--- src/tdfs_pkg.sv ---
// Shared constants, types and helper functions of the thermal delta frame statistics block.
package tdfs_pkg;

   localparam int MAX_WIDTH  = 256;
   localparam int MAX_HEIGHT = 256;
   localparam int COL_W      = $clog2(MAX_WIDTH);
   localparam int ROW_W      = $clog2(MAX_HEIGHT);
   localparam int GRID_W     = 9;
   localparam int DELTA_W    = 17;
   localparam int LUMA_W     = 16;
   localparam int STAT_W     = 16;
   localparam int DIFF_W     = 18;
   localparam int CSR_IDX_W  = 3;
   localparam int CSR_DAT_W  = 17;
   localparam int DIV_NW     = 49;
   localparam int DIV_DW     = 18;
   localparam int SQRT_IW    = 50;
   localparam int SQRT_RW    = SQRT_IW / 2;

   typedef enum logic [CSR_IDX_W-1:0] {
      REG_GRID_WIDTH   = 3'd0,
      REG_GRID_HEIGHT  = 3'd1,
      REG_POLARITY     = 3'd2,
      REG_MIN_DELTA    = 3'd3,
      REG_SPREAD_FLOOR = 3'd4
   } csr_reg_type;

   typedef struct packed {
      logic              ok;
      logic [DIFF_W-1:0] diff;
   } pair_type;

   function automatic pair_type pair_test(input logic signed [DELTA_W-1:0] a,
                                          input logic signed [DELTA_W-1:0] b,
                                          input logic signed [DELTA_W-1:0] floor_val);
      logic signed [DELTA_W-1:0] hi;
      logic signed [DELTA_W-1:0] lo;
      logic signed [DELTA_W-1:0] lim;
      logic signed [22:0]        lhs;
      logic signed [22:0]        rhs;
      pair_type                  res;
      hi  = (a > b) ? a : b;
      lo  = (a > b) ? b : a;
      lim = (hi > 17'sd256) ? hi : 17'sd256;
      lhs = 23'(lo) * 23'sd25;
      rhs = 23'(lim) * 23'sd18;
      res.ok   = (a >= floor_val) && (b >= floor_val) && (lhs >= rhs);
      res.diff = DIFF_W'(hi) - DIFF_W'(lo);
      return res;
   endfunction

   function automatic logic [STAT_W-1:0] sat16(input logic [SQRT_RW-1:0] v);
      return (|v[SQRT_RW-1:STAT_W]) ? {STAT_W{1'b1}} : v[STAT_W-1:0];
   endfunction

endpackage

--- src/tdfs_div.sv ---
// Restoring divider, one quotient bit per cycle.
module tdfs_div
   import tdfs_pkg::*;
(
   input  logic              clock,
   input  logic              reset,
   input  logic              start,
   input  logic [DIV_NW-1:0] dividend,
   input  logic [DIV_DW-1:0] divisor,
   output logic              done,
   output logic [DIV_NW-1:0] quotient
);
   localparam int CNT_W = $clog2(DIV_NW + 1);

   logic [DIV_DW-1:0] rem_ff;
   logic [DIV_NW-1:0] quo_ff;
   logic [DIV_DW-1:0] dvs_ff;
   logic [CNT_W-1:0]  cnt_ff;
   logic              run_ff;
   logic              done_ff;
   logic [DIV_DW:0]   shifted;
   logic              fits;

   assign shifted = {rem_ff, quo_ff[DIV_NW-1]};
   assign fits    = shifted >= {1'b0, dvs_ff};

   always_ff @(posedge clock) begin
      if (reset) begin
         run_ff  <= 1'b0;
         done_ff <= 1'b0;
         cnt_ff  <= '0;
      end else begin
         done_ff <= 1'b0;
         if (start) begin
            run_ff <= 1'b1;
            cnt_ff <= CNT_W'(DIV_NW);
         end else if (run_ff) begin
            cnt_ff <= cnt_ff - 1'b1;
            if (cnt_ff == CNT_W'(1)) begin
               run_ff  <= 1'b0;
               done_ff <= 1'b1;
            end
         end
      end
   end

   always_ff @(posedge clock) begin
      if (start) begin
         rem_ff <= '0;
         quo_ff <= dividend;
         dvs_ff <= divisor;
      end else if (run_ff) begin
         rem_ff <= fits ? DIV_DW'(shifted - {1'b0, dvs_ff}) : shifted[DIV_DW-1:0];
         quo_ff <= {quo_ff[DIV_NW-2:0], fits};
      end
   end

   assign done     = done_ff;
   assign quotient = quo_ff;
endmodule

--- config.mk ---
export PLATFORM = sky130hd
export DESIGN_NAME = tdfs_div
export DESIGN_NICKNAME = d
export VERILOG_FILES = /design/src/tdfs_pkg.sv /design/src/tdfs_div.sv
export SDC_FILE = /design/constraint.sdc
export NUM_CORES = 1
export LEC_CHECK = 0
export BUFFER_PORTS_ARGS = -buffer_cell sky130_fd_sc_hd__clkbuf_2
export CAP_MARGIN = 10
export CORE_ASPECT_RATIO = 0.8
export CORE_MARGIN = 2
export CORE_UTILIZATION = 48
export CTS_CLUSTER_DIAMETER = 60
export DETAILED_ROUTE_END_ITERATION = 8
export GPL_ROUTABILITY_DRIVEN = 0
export HOLD_SLACK_MARGIN = 0.12
export PLACE_DENSITY = 0.73
export SLEW_MARGIN = 10
export SYNTH_ARGS = -nofsm -noshare
export SYNTH_HDL_FRONTEND = slang
export SYNTH_SLANG_ARGS = --single-unit
export TNS_END_PERCENT = 20
--- constraint.sdc ---
create_clock -name clock -period 2.6 [get_ports clock]
set_input_delay 0.52 -clock clock [delete_from_list [all_inputs] [get_ports clock]]
set_output_delay 0.52 -clock clock [all_outputs]
set_load 0.02 [all_outputs]
==> flow_summary.ini <==
[power]
p_per_area_nw_per_um2 = 623
peakVddDrop_uv = 479
p_leak_nw = 2.49

[clock_tree]
clock_latency_ns = 0.34
cts_root_buf = clkbuf_16
cts_buffers = 9
cts.sinks = 93
cts_buffer_depth = 2
tritoncts = done
h-tree-depth = 3
path_clk_slew_ns = 0.07

[routing]
ant_nets = 0
drtPass1Iterations = 5
post-route-drc-count = 0
routedWlPerCell_um = 16.4
wl_um = 11200
vias_per_cell = 5.45
drt-initial-drc-count = 236
vias = 3710

[run_status]
outcome = complete, no violations

[cells_and_area]
antenna_cells = 0
syn_to_final_growth_pct = 22.7
num-nets-final = 631
drive_gt1_frac = 0.385
utilization = 0.611
stdcell_count = 681

[critical_path]
worstRegToRegCells = 10
crit_path_max_fanout = 4
rr_startpoint = quotient[48]
crit_slowest_cell = fa_1
path_delay_family = compound AO/OA/AOI/OAI gates
cp_cell_sequence = inv_1 > ha_1 > inv_1 > fa_1 > a211oi_2 > o21ai_2 > a221o_1 > o41a_1 > o2111ai_1 > nand3_1
crit_arrival_ns = 2.71
cp.required_ns = 2.83
timing.rr.end = rem_ff[14]
crit_path_end_kind = flip-flop
max_stage_delay_ns = 0.43
path_common_cell = inv_1
cp-start-kind = flip-flop
rrSetupSlack_ns = 0.11
critPathKind = flip-flop to flip-flop
path_buf_inv = 2

[logic_synthesis]
yosys-top-cells-count = edfxtp_1 (67), mux2_2 (49), nand2_1 (30), dfxtp_1 (26), nor2_1 (25)
synth-seq-cells = 93
synth_flop_cell = edfxtp_1
syn_area_um2 = 4850
yosysSeqAreaShare = 0.522
synth_fp_nets = 510
avgSynthCellArea_um2 = 11.6
synthArstFlopShare = 0
netlist.area_leader.share = 0.415
post-synth-top-count-cell = edfxtp_1
syn_inst = 419
yosysWarningCount = 0
synth_area_leaders = edfxtp_1 (41%), mux2_2 (11%), dfxtp_1 (11%), ha_1 (5.2%), xnor2_1 (2.3%)
synth_cell_type_count = 60
synth_edf_count = 67
synth_largest_area_cell = edfxtp_1

[timing]
period_minus_slack_ns = 2.49
tightest_slew_ns = 0.508
fin_tns_setup_ns = 0
skew_ns = 0.00722
finalSetupViolCount = 0
hold_ws_ns = 0.348
maxSlewViolCount = 0
fmax_mhz = 402
relSlewSlack = 0.661
fin_ws_ns = 0.113
finalHoldViolCount = 0
timing.final.crit_share = 0.956

[placement]
port-buffer-count = 119
hpwl_um = 8050
placed_cells = 665
post-place-ws_ns = 0.0714

[grt]
grt_max_degree = 58
overflow = 0
antenna_found_initial = 0
first_global_vias = 3702
grt_pass1_wl_um = 18000
grt_usage = 0.212

[worst_hold_path]
min_path_cells = 1
holdCritPathClass = primary input to flip-flop
hold_start = divisor[1]
worstHoldEndpoint = dvs_ff[1]

[floorplanning]
initial_utilization = 0.498
dieArea_um2 = 10900
coreArea_um2 = 9730
ioPinCount = 120
fp.dieH_um = 93.9
fp.dieW_um = 116
rows = 32

[run]
drv_cap = 0
kinds of logic (layout without fill, tap and decap cells):
logic type	after synthesis	in the layout	synth area share
AND/OR/NAND/NOR	108	108	0.109
XOR/XNOR	19	19	0.0343
flip-flops	93	93	0.522
adder cells (fa/ha/maj)	21	21	0.0557
multiplexers	50	50	0.116
buffers and inverters	46	172	0.0400
AO/OA/AOI/OAI	82	82	0.123
registers in the layout (all words and copies together) (netlist names):
signal,count
quotient,49
dvs_ff,18
rem_ff,18
cnt_ff,6
done,1
run_ff,1
worst max-delay path by stage:
stage	start	depth (start not counted)	end
2_1_floorplan	quotient[48]	10	rem_ff[14]
3_3_place_gp	quotient[48]	10	rem_ff[14]
3_5_place_dp	quotient[48]	10	rem_ff[14]
4_1_cts	quotient[48]	10	rem_ff[14]
5_1_grt	quotient[48]	10	rem_ff[14]
6_report	quotient[48]	10	rem_ff[14]
per-stage QoR:
stage	total power [mW]	area [µm²]
after floorplan	2.22	4850
after global placement	2.43	5640
after detailed placement	2.45	5640
after CTS	3.73	5940
after global routing	3.87	5950
final	3.71	5950
worst reg2reg max path: stages, from the launching register on:
cell,delay (ns)
edfxtp_1,0.41
inv_1,0.08
ha_1,0.16
inv_1,0.06
fa_1,0.43
a211oi_2,0.30
o21ai_2,0.12
a221o_1,0.32
o41a_1,0.31
o2111ai_1,0.10
nand3_1,0.09
metal layers:
metal / global-route usage / up-vias / wire (µm)
li1: - / 1821 / -
met1: 0.290 / 1730 / 5110
met2: 0.328 / 143 / 5100
met3: 0.0594 / 16 / 799
met4: 0.0615 / 0 / 147
met5: 0 / - / 0
placed cells by master, fill, tap and decap left out, types with 3 or more instances in the layout:
cell type and n:
clkbuf_2 118, edfxtp_1 67, mux2_2 49, nand2_1 30, dfxtp_1 26, nor2_1 25
inv_1 21, ha_1 20, a21oi_1 16, buf_4 14, nand4_1 13, xnor2_1 13
nand3_1 11, clkbuf_16 9, nor3_1 8, o21ai_0 8, xor2_1 6, o211ai_1 6
o31ai_1 5, nand2b_1 4, o21ai_2 4, a21o_1 4, o21ai_1 4, a211oi_1 4
a41oi_1 4, and3_1 3, and2_1 3, a311oi_1 3, o311ai_1 3
final cells by class:
cell class                      instances  area (µm²)
Clock buffer                            9         225
Timing Repair Buffer                  134         736
Tap cell                              136         170
Multi-Input combinational cell        280        2130
Inverter                               22        82.6
Fill cell                             787        3780
Sequential cell                        93        2530
Clock inverter                          7        70.1
timing repair:
action                                  4_1_cts  5_1_grt
hold buffers                                  0        0
resized for setup                             0        3
endpoints found under the setup margin        0        4
setup buffers                                 0        0
report_power, final:
group          leakage [nW]  internal [mW]  switching (mW)  total [mW]
sequential            0.881           1.73          0.0648        1.80
combinational          1.47          0.262           0.364       0.626
clock                 0.141          0.673           0.609        1.28
Power figures use the tool's default switching activity.
