$ cat src/tdfs_pkg.sv
// Shared constants, types and helper functions of the thermal delta frame statistics block.
package tdfs_pkg;

   localparam int MAX_WIDTH  = 256;
   localparam int MAX_HEIGHT = 256;
   localparam int COL_W      = $clog2(MAX_WIDTH);
   localparam int ROW_W      = $clog2(MAX_HEIGHT);
   localparam int GRID_W     = 9;
   localparam int DELTA_W    = 17;
   localparam int LUMA_W     = 16;
   localparam int STAT_W     = 16;
   localparam int DIFF_W     = 18;
   localparam int CSR_IDX_W  = 3;
   localparam int CSR_DAT_W  = 17;
   localparam int DIV_NW     = 49;
   localparam int DIV_DW     = 18;
   localparam int SQRT_IW    = 50;
   localparam int SQRT_RW    = SQRT_IW / 2;

   typedef enum logic [CSR_IDX_W-1:0] {
      REG_GRID_WIDTH   = 3'd0,
      REG_GRID_HEIGHT  = 3'd1,
      REG_POLARITY     = 3'd2,
      REG_MIN_DELTA    = 3'd3,
      REG_SPREAD_FLOOR = 3'd4
   } csr_reg_type;

   typedef struct packed {
      logic              ok;
      logic [DIFF_W-1:0] diff;
   } pair_type;

   function automatic pair_type pair_test(input logic signed [DELTA_W-1:0] a,
                                          input logic signed [DELTA_W-1:0] b,
                                          input logic signed [DELTA_W-1:0] floor_val);
      logic signed [DELTA_W-1:0] hi;
      logic signed [DELTA_W-1:0] lo;
      logic signed [DELTA_W-1:0] lim;
      logic signed [22:0]        lhs;
      logic signed [22:0]        rhs;
      pair_type                  res;
      hi  = (a > b) ? a : b;
      lo  = (a > b) ? b : a;
      lim = (hi > 17'sd256) ? hi : 17'sd256;
      lhs = 23'(lo) * 23'sd25;
      rhs = 23'(lim) * 23'sd18;
      res.ok   = (a >= floor_val) && (b >= floor_val) && (lhs >= rhs);
      res.diff = DIFF_W'(hi) - DIFF_W'(lo);
      return res;
   endfunction

   function automatic logic [STAT_W-1:0] sat16(input logic [SQRT_RW-1:0] v);
      return (|v[SQRT_RW-1:STAT_W]) ? {STAT_W{1'b1}} : v[STAT_W-1:0];
   endfunction

endpackage

$ cat src/tdfs_isqrt.sv
// Digit-by-digit integer square root, two radicand bits per cycle.
module tdfs_isqrt
   import tdfs_pkg::*;
(
   input  logic               clock,
   input  logic               reset,
   input  logic               start,
   input  logic [SQRT_IW-1:0] radicand,
   output logic               done,
   output logic [SQRT_RW-1:0] root
);
   localparam int CNT_W = $clog2(SQRT_RW + 1);
   localparam int REM_W = SQRT_RW + 2;

   logic [SQRT_IW-1:0] x_ff;
   logic [REM_W-1:0]   rem_ff;
   logic [SQRT_RW-1:0] root_ff;
   logic [CNT_W-1:0]   cnt_ff;
   logic               run_ff;
   logic               done_ff;
   logic [REM_W-1:0]   r4;
   logic [REM_W-1:0]   trial;

   assign r4    = {rem_ff[REM_W-3:0], x_ff[SQRT_IW-1:SQRT_IW-2]};
   assign trial = {root_ff, 2'b01};

   always_ff @(posedge clock) begin
      if (reset) begin
         run_ff  <= 1'b0;
         done_ff <= 1'b0;
         cnt_ff  <= '0;
      end else begin
         done_ff <= 1'b0;
         if (start) begin
            run_ff <= 1'b1;
            cnt_ff <= CNT_W'(SQRT_RW);
         end else if (run_ff) begin
            cnt_ff <= cnt_ff - 1'b1;
            if (cnt_ff == CNT_W'(1)) begin
               run_ff  <= 1'b0;
               done_ff <= 1'b1;
            end
         end
      end
   end

   always_ff @(posedge clock) begin
      if (start) begin
         x_ff    <= radicand;
         rem_ff  <= '0;
         root_ff <= '0;
      end else if (run_ff) begin
         x_ff <= {x_ff[SQRT_IW-3:0], 2'b00};
         if (r4 >= trial) begin
            rem_ff  <= r4 - trial;
            root_ff <= {root_ff[SQRT_RW-2:0], 1'b1};
         end else begin
            rem_ff  <= r4;
            root_ff <= {root_ff[SQRT_RW-2:0], 1'b0};
         end
      end
   end

   assign done = done_ff;
   assign root = root_ff;
endmodule

$ cat config.mk
export PLATFORM = sky130hd
export DESIGN_NAME = tdfs_isqrt
export DESIGN_NICKNAME = d
export VERILOG_FILES = /design/src/tdfs_pkg.sv /design/src/tdfs_isqrt.sv
export SDC_FILE = /design/constraint.sdc
export NUM_CORES = 1
export LEC_CHECK = 0
export BUFFER_PORTS_ARGS = -buffer_cell sky130_fd_sc_hd__buf_2
export CAP_MARGIN = 10
export CORE_ASPECT_RATIO = 0.75
export CORE_MARGIN = 3
export CORE_UTILIZATION = 49
export CTS_BUF_LIST = sky130_fd_sc_hd__clkbuf_16
export DETAILED_ROUTE_END_ITERATION = 6
export GPL_TIMING_DRIVEN = 0
export PLACE_DENSITY = 0.73
export SYNTH_ARGS = -nofsm -noshare
export SYNTH_HDL_FRONTEND = slang
export SYNTH_SLANG_ARGS = --single-unit
export TNS_END_PERCENT = 20
$ cat constraint.sdc
create_clock -name clock -period 5.1 [get_ports clock]
set_input_delay 1.02 -clock clock [delete_from_list [all_inputs] [get_ports clock]]
set_output_delay 1.02 -clock clock [all_outputs]
set_load 0.02 [all_outputs]
==> results.json <==
{
  "clock_skew_ps": 6.52,
  "layout.nets": 767,
  "cts_inserted_buffers": 9,
  "finalSetupTns_ps": 0,
  "cts_resized": 0,
  "power_mw": 4.54,
  "grt_max_degree": 39,
  "tightest_slew_ps": 963,
  "synthDistinctLibCells": 69,
  "r2r-start": "root[13]",
  "rsz0062_at_grt": "false",
  "io_buffer_count": 78,
  "worstHoldEndpoint": "rem_ff[24]",
  "fin_crit_sh_pct": 63.2,
  "hold_buffers": 0,
  "p_per_area_mw_per_mm2": 650,
  "drt_wl_total_mm": 15.4,
  "syn_nets": 677,
  "irDropWorstVdd_v": 0.000424,
  "top_layer_used": "met4",
  "min_from": "rem_ff[24]",
  "cts_tree": "built",
  "p_leak_nw": 2.76,
  "die_width_um": 135,
  "synth_flop_cell": "dfxtp_1",
  "final_common_cell": "buf_2",
  "cts_sinks": 107,
  "drv_cap": 0,
  "synth.yosys.seq_area_share_pct": 43.5,
  "num_rows": 34,
  "grt_pass1_vias": 5034,
  "via_per_inst": 5.96,
  "grt_use_total_pct": 22.6,
  "cpPeakStageDelay_ps": 490,
  "hold_path.class": "register to register",
  "num_antenna_cells": 0,
  "wl_met1_mm": 6.78,
  "grt_overflow_total": 0,
  "core_mm2": 0.0118,
  "ys_warn_count": 0,
  "cts_root_buffer": "clkbuf_16",
  "cts.path.max_buffers": 2,
  "synth_edf_count": 50,
  "crit_buf_inv": 3,
  "worstSetupPathDepth": 10,
  "clock_latency_ps": 360,
  "slew_viol_final": 0,
  "start_util_pct": 51.3,
  "die_h_um": 102,
  "antenna_found_initial": 0,
  "critPathTopFamily": "buffers and inverters",
  "endpoint_kind": "register",
  "ys_ff_latch": 107,
  "dieArea_mm2": 0.0138,
  "drive_gt1_share_pct": 24.2,
  "cts.clk_slew.worst_paths_ps": 80,
  "required_ps": 5360,
  "critPathLaunchType": "register",
  "n_fill_cell": 1065,
  "synth_cells": 595,
  "finalWeightedCongestion": 0.957,
  "ctsHtreeMaxLevel": 3,
  "grt_pass1_wl_mm": 24.8,
  "wl_per_cell_um": 18.0,
  "drt_iter0_markers": 251,
  "setup_viol": 0,
  "antenna_left": 0,
  "max_freq_mhz": 310,
  "met3WireLength_mm": 1.31,
  "finalHoldViolCount": 0,
  "hold_depth": 2,
  "pre_cts_slack_ps": 1970,
  "syn_area_mm2": 0.00607,
  "async_reset_ff_share_pct": 0,
  "crit_type": "register to register",
  "slew_headroom_pct": 35.1,
  "dp_hpwl_mm": 11.2,
  "regToRegSetupSlack_ps": 1880,
  "vias": 5081,
  "path_cells": "inv_1 > ha_1 > clkbuf_1 > nand2_1 > nor3_1 > nand4_1 > nand2_1 > clkbuf_1 > o21ai_1 > o211a_1",
  "cp_max_fo": 10,
  "outcome": "finished clean",
  "syn_to_final_growth_pct": 15.0,
  "reg2reg_to": "rem_ff[13]",
  "wl_met2_mm": 6.93,
  "syn_area_per_cell_um2": 10.2,
  "fin_crit_ps": 3220,
  "mostFrequentLayoutCells": "buf_2, nor2_1, dfxtp_1",
  "slowest_stage": "clkbuf_1",
  "postCtsSetupBuffers": 0,
  "firstDrtPassIters": 5,
  "worstPathArrival_ps": 3480,
  "ff2ff_path_depth": 10,
  "num_io_pins": 79,
  "drc": 0,
  "fin_ws_ps": 1880
}
==> cell usage after synthesis, types with 7 or more instances <==
| cell | count | share of area (%) |
|---|---|---|
| nor2_1 | 60 | 3.7 |
| dfxtp_1 | 57 | 19 |
| edfxtp_1 | 50 | 25 |
| mux2_2 | 48 | 8.9 |
| inv_1 | 36 | 2.2 |
| ha_1 | 29 | 6.0 |
| mux2i_1 | 28 | 4.6 |
| a21oi_1 | 27 | 2.2 |
| clkbuf_1 | 21 | 1.3 |
| nand2_1 | 21 | 1.3 |
| o21ai_0 | 18 | 1.5 |
| nand3_1 | 14 | 1.2 |
| and2_1 | 12 | 1.2 |
| xnor2_1 | 12 | 1.7 |
| nor3_1 | 11 | 0.91 |
| nand4_1 | 10 | 1.0 |
| a21o_1 | 9 | 1.1 |
| a311oi_1 | 8 | 1.2 |
| o21ai_1 | 7 | 0.58 |
| or3_1 | 7 | 0.72 |
==> routing by layer <==
layer  track usage, %  vias to the layer above
met3             7.14                       30
met5                0                        -
li1                 -                     2396
met2             35.2                      196
met4             9.08                        0
met1             29.7                     2459
==> cells by family after synthesis <==
logic type      Yosys count  synth area share (%)
simple gates            168                  14.1
compound gates          132                  16.2
flops                   107                  43.5
mux                      76                  13.5
buf+inv                  67                  4.35
fa+ha+maj                29                  5.98
xor+xnor                 16                  2.31
==> state kept, by name (all words and copies together), names as in the netlist <==
name and cells:
root 25, run_ff 1, x_ff 50, rem_ff 25, cnt_ff 5, done 1
==> worst max-delay path by stage <==
stage,startpoint,end,slack (ps)
floorplan,start,x_ff[0],2460
global placement,start,x_ff[3],1730
detailed placement,root[15],rem_ff[19],1970
CTS,root[15],rem_ff[21],1930
global route,root[13],rem_ff[13],1710
finish,root[13],rem_ff[13],1880
==> report_power, final <==
part	total, mW	switching (mW)	leakage [nW]	internal [mW]
sequential	1.12	0.0878	0.968	1.03
combinational	2.71	1.71	1.65	0.997
clock	0.706	0.358	0.143	0.347
total	4.54	2.16	2.76	2.38
==> worst reg2reg max path: stages, from the launching register on <==
cell	delay [ps]
dfxtp_1	440
inv_1	80
ha_1	310
clkbuf_1	340
nand2_1	290
nor3_1	310
nand4_1	140
nand2_1	150
clkbuf_1	490
o21ai_1	290
o211a_1	300
==> area by class of cell <==
| cell class | instances | area (um2) | area share, % |
|---|---|---|---|
| Sequential cell | 107 | 2640 | 37.9 |
| Inverter | 36 | 135 | 1.94 |
| Timing Repair Buffer | 79 | 410 | 5.88 |
| Clock buffer | 9 | 225 | 3.23 |
| Clock inverter | 7 | 72.6 | 1.04 |
| Multi-Input combinational cell | 421 | 3160 | 45.3 |
| Buffer | 31 | 129 | 1.85 |
| Tap cell | 162 | 203 | 2.90 |
==> through the flow <==
stage          hold slack [ps]  cells  util (%)  area [um2]
4_1_cts                    490    852      59.0        6980
3_3_place_gp               470    835      56.3        6660
5_1_grt                    533    852      59.0        6980
6_report                   499    852      59.0        6980
2_1_floorplan              447    595         -        6070
3_5_place_dp               468    836      56.5        6680
(Power assumes the default switching activity.)
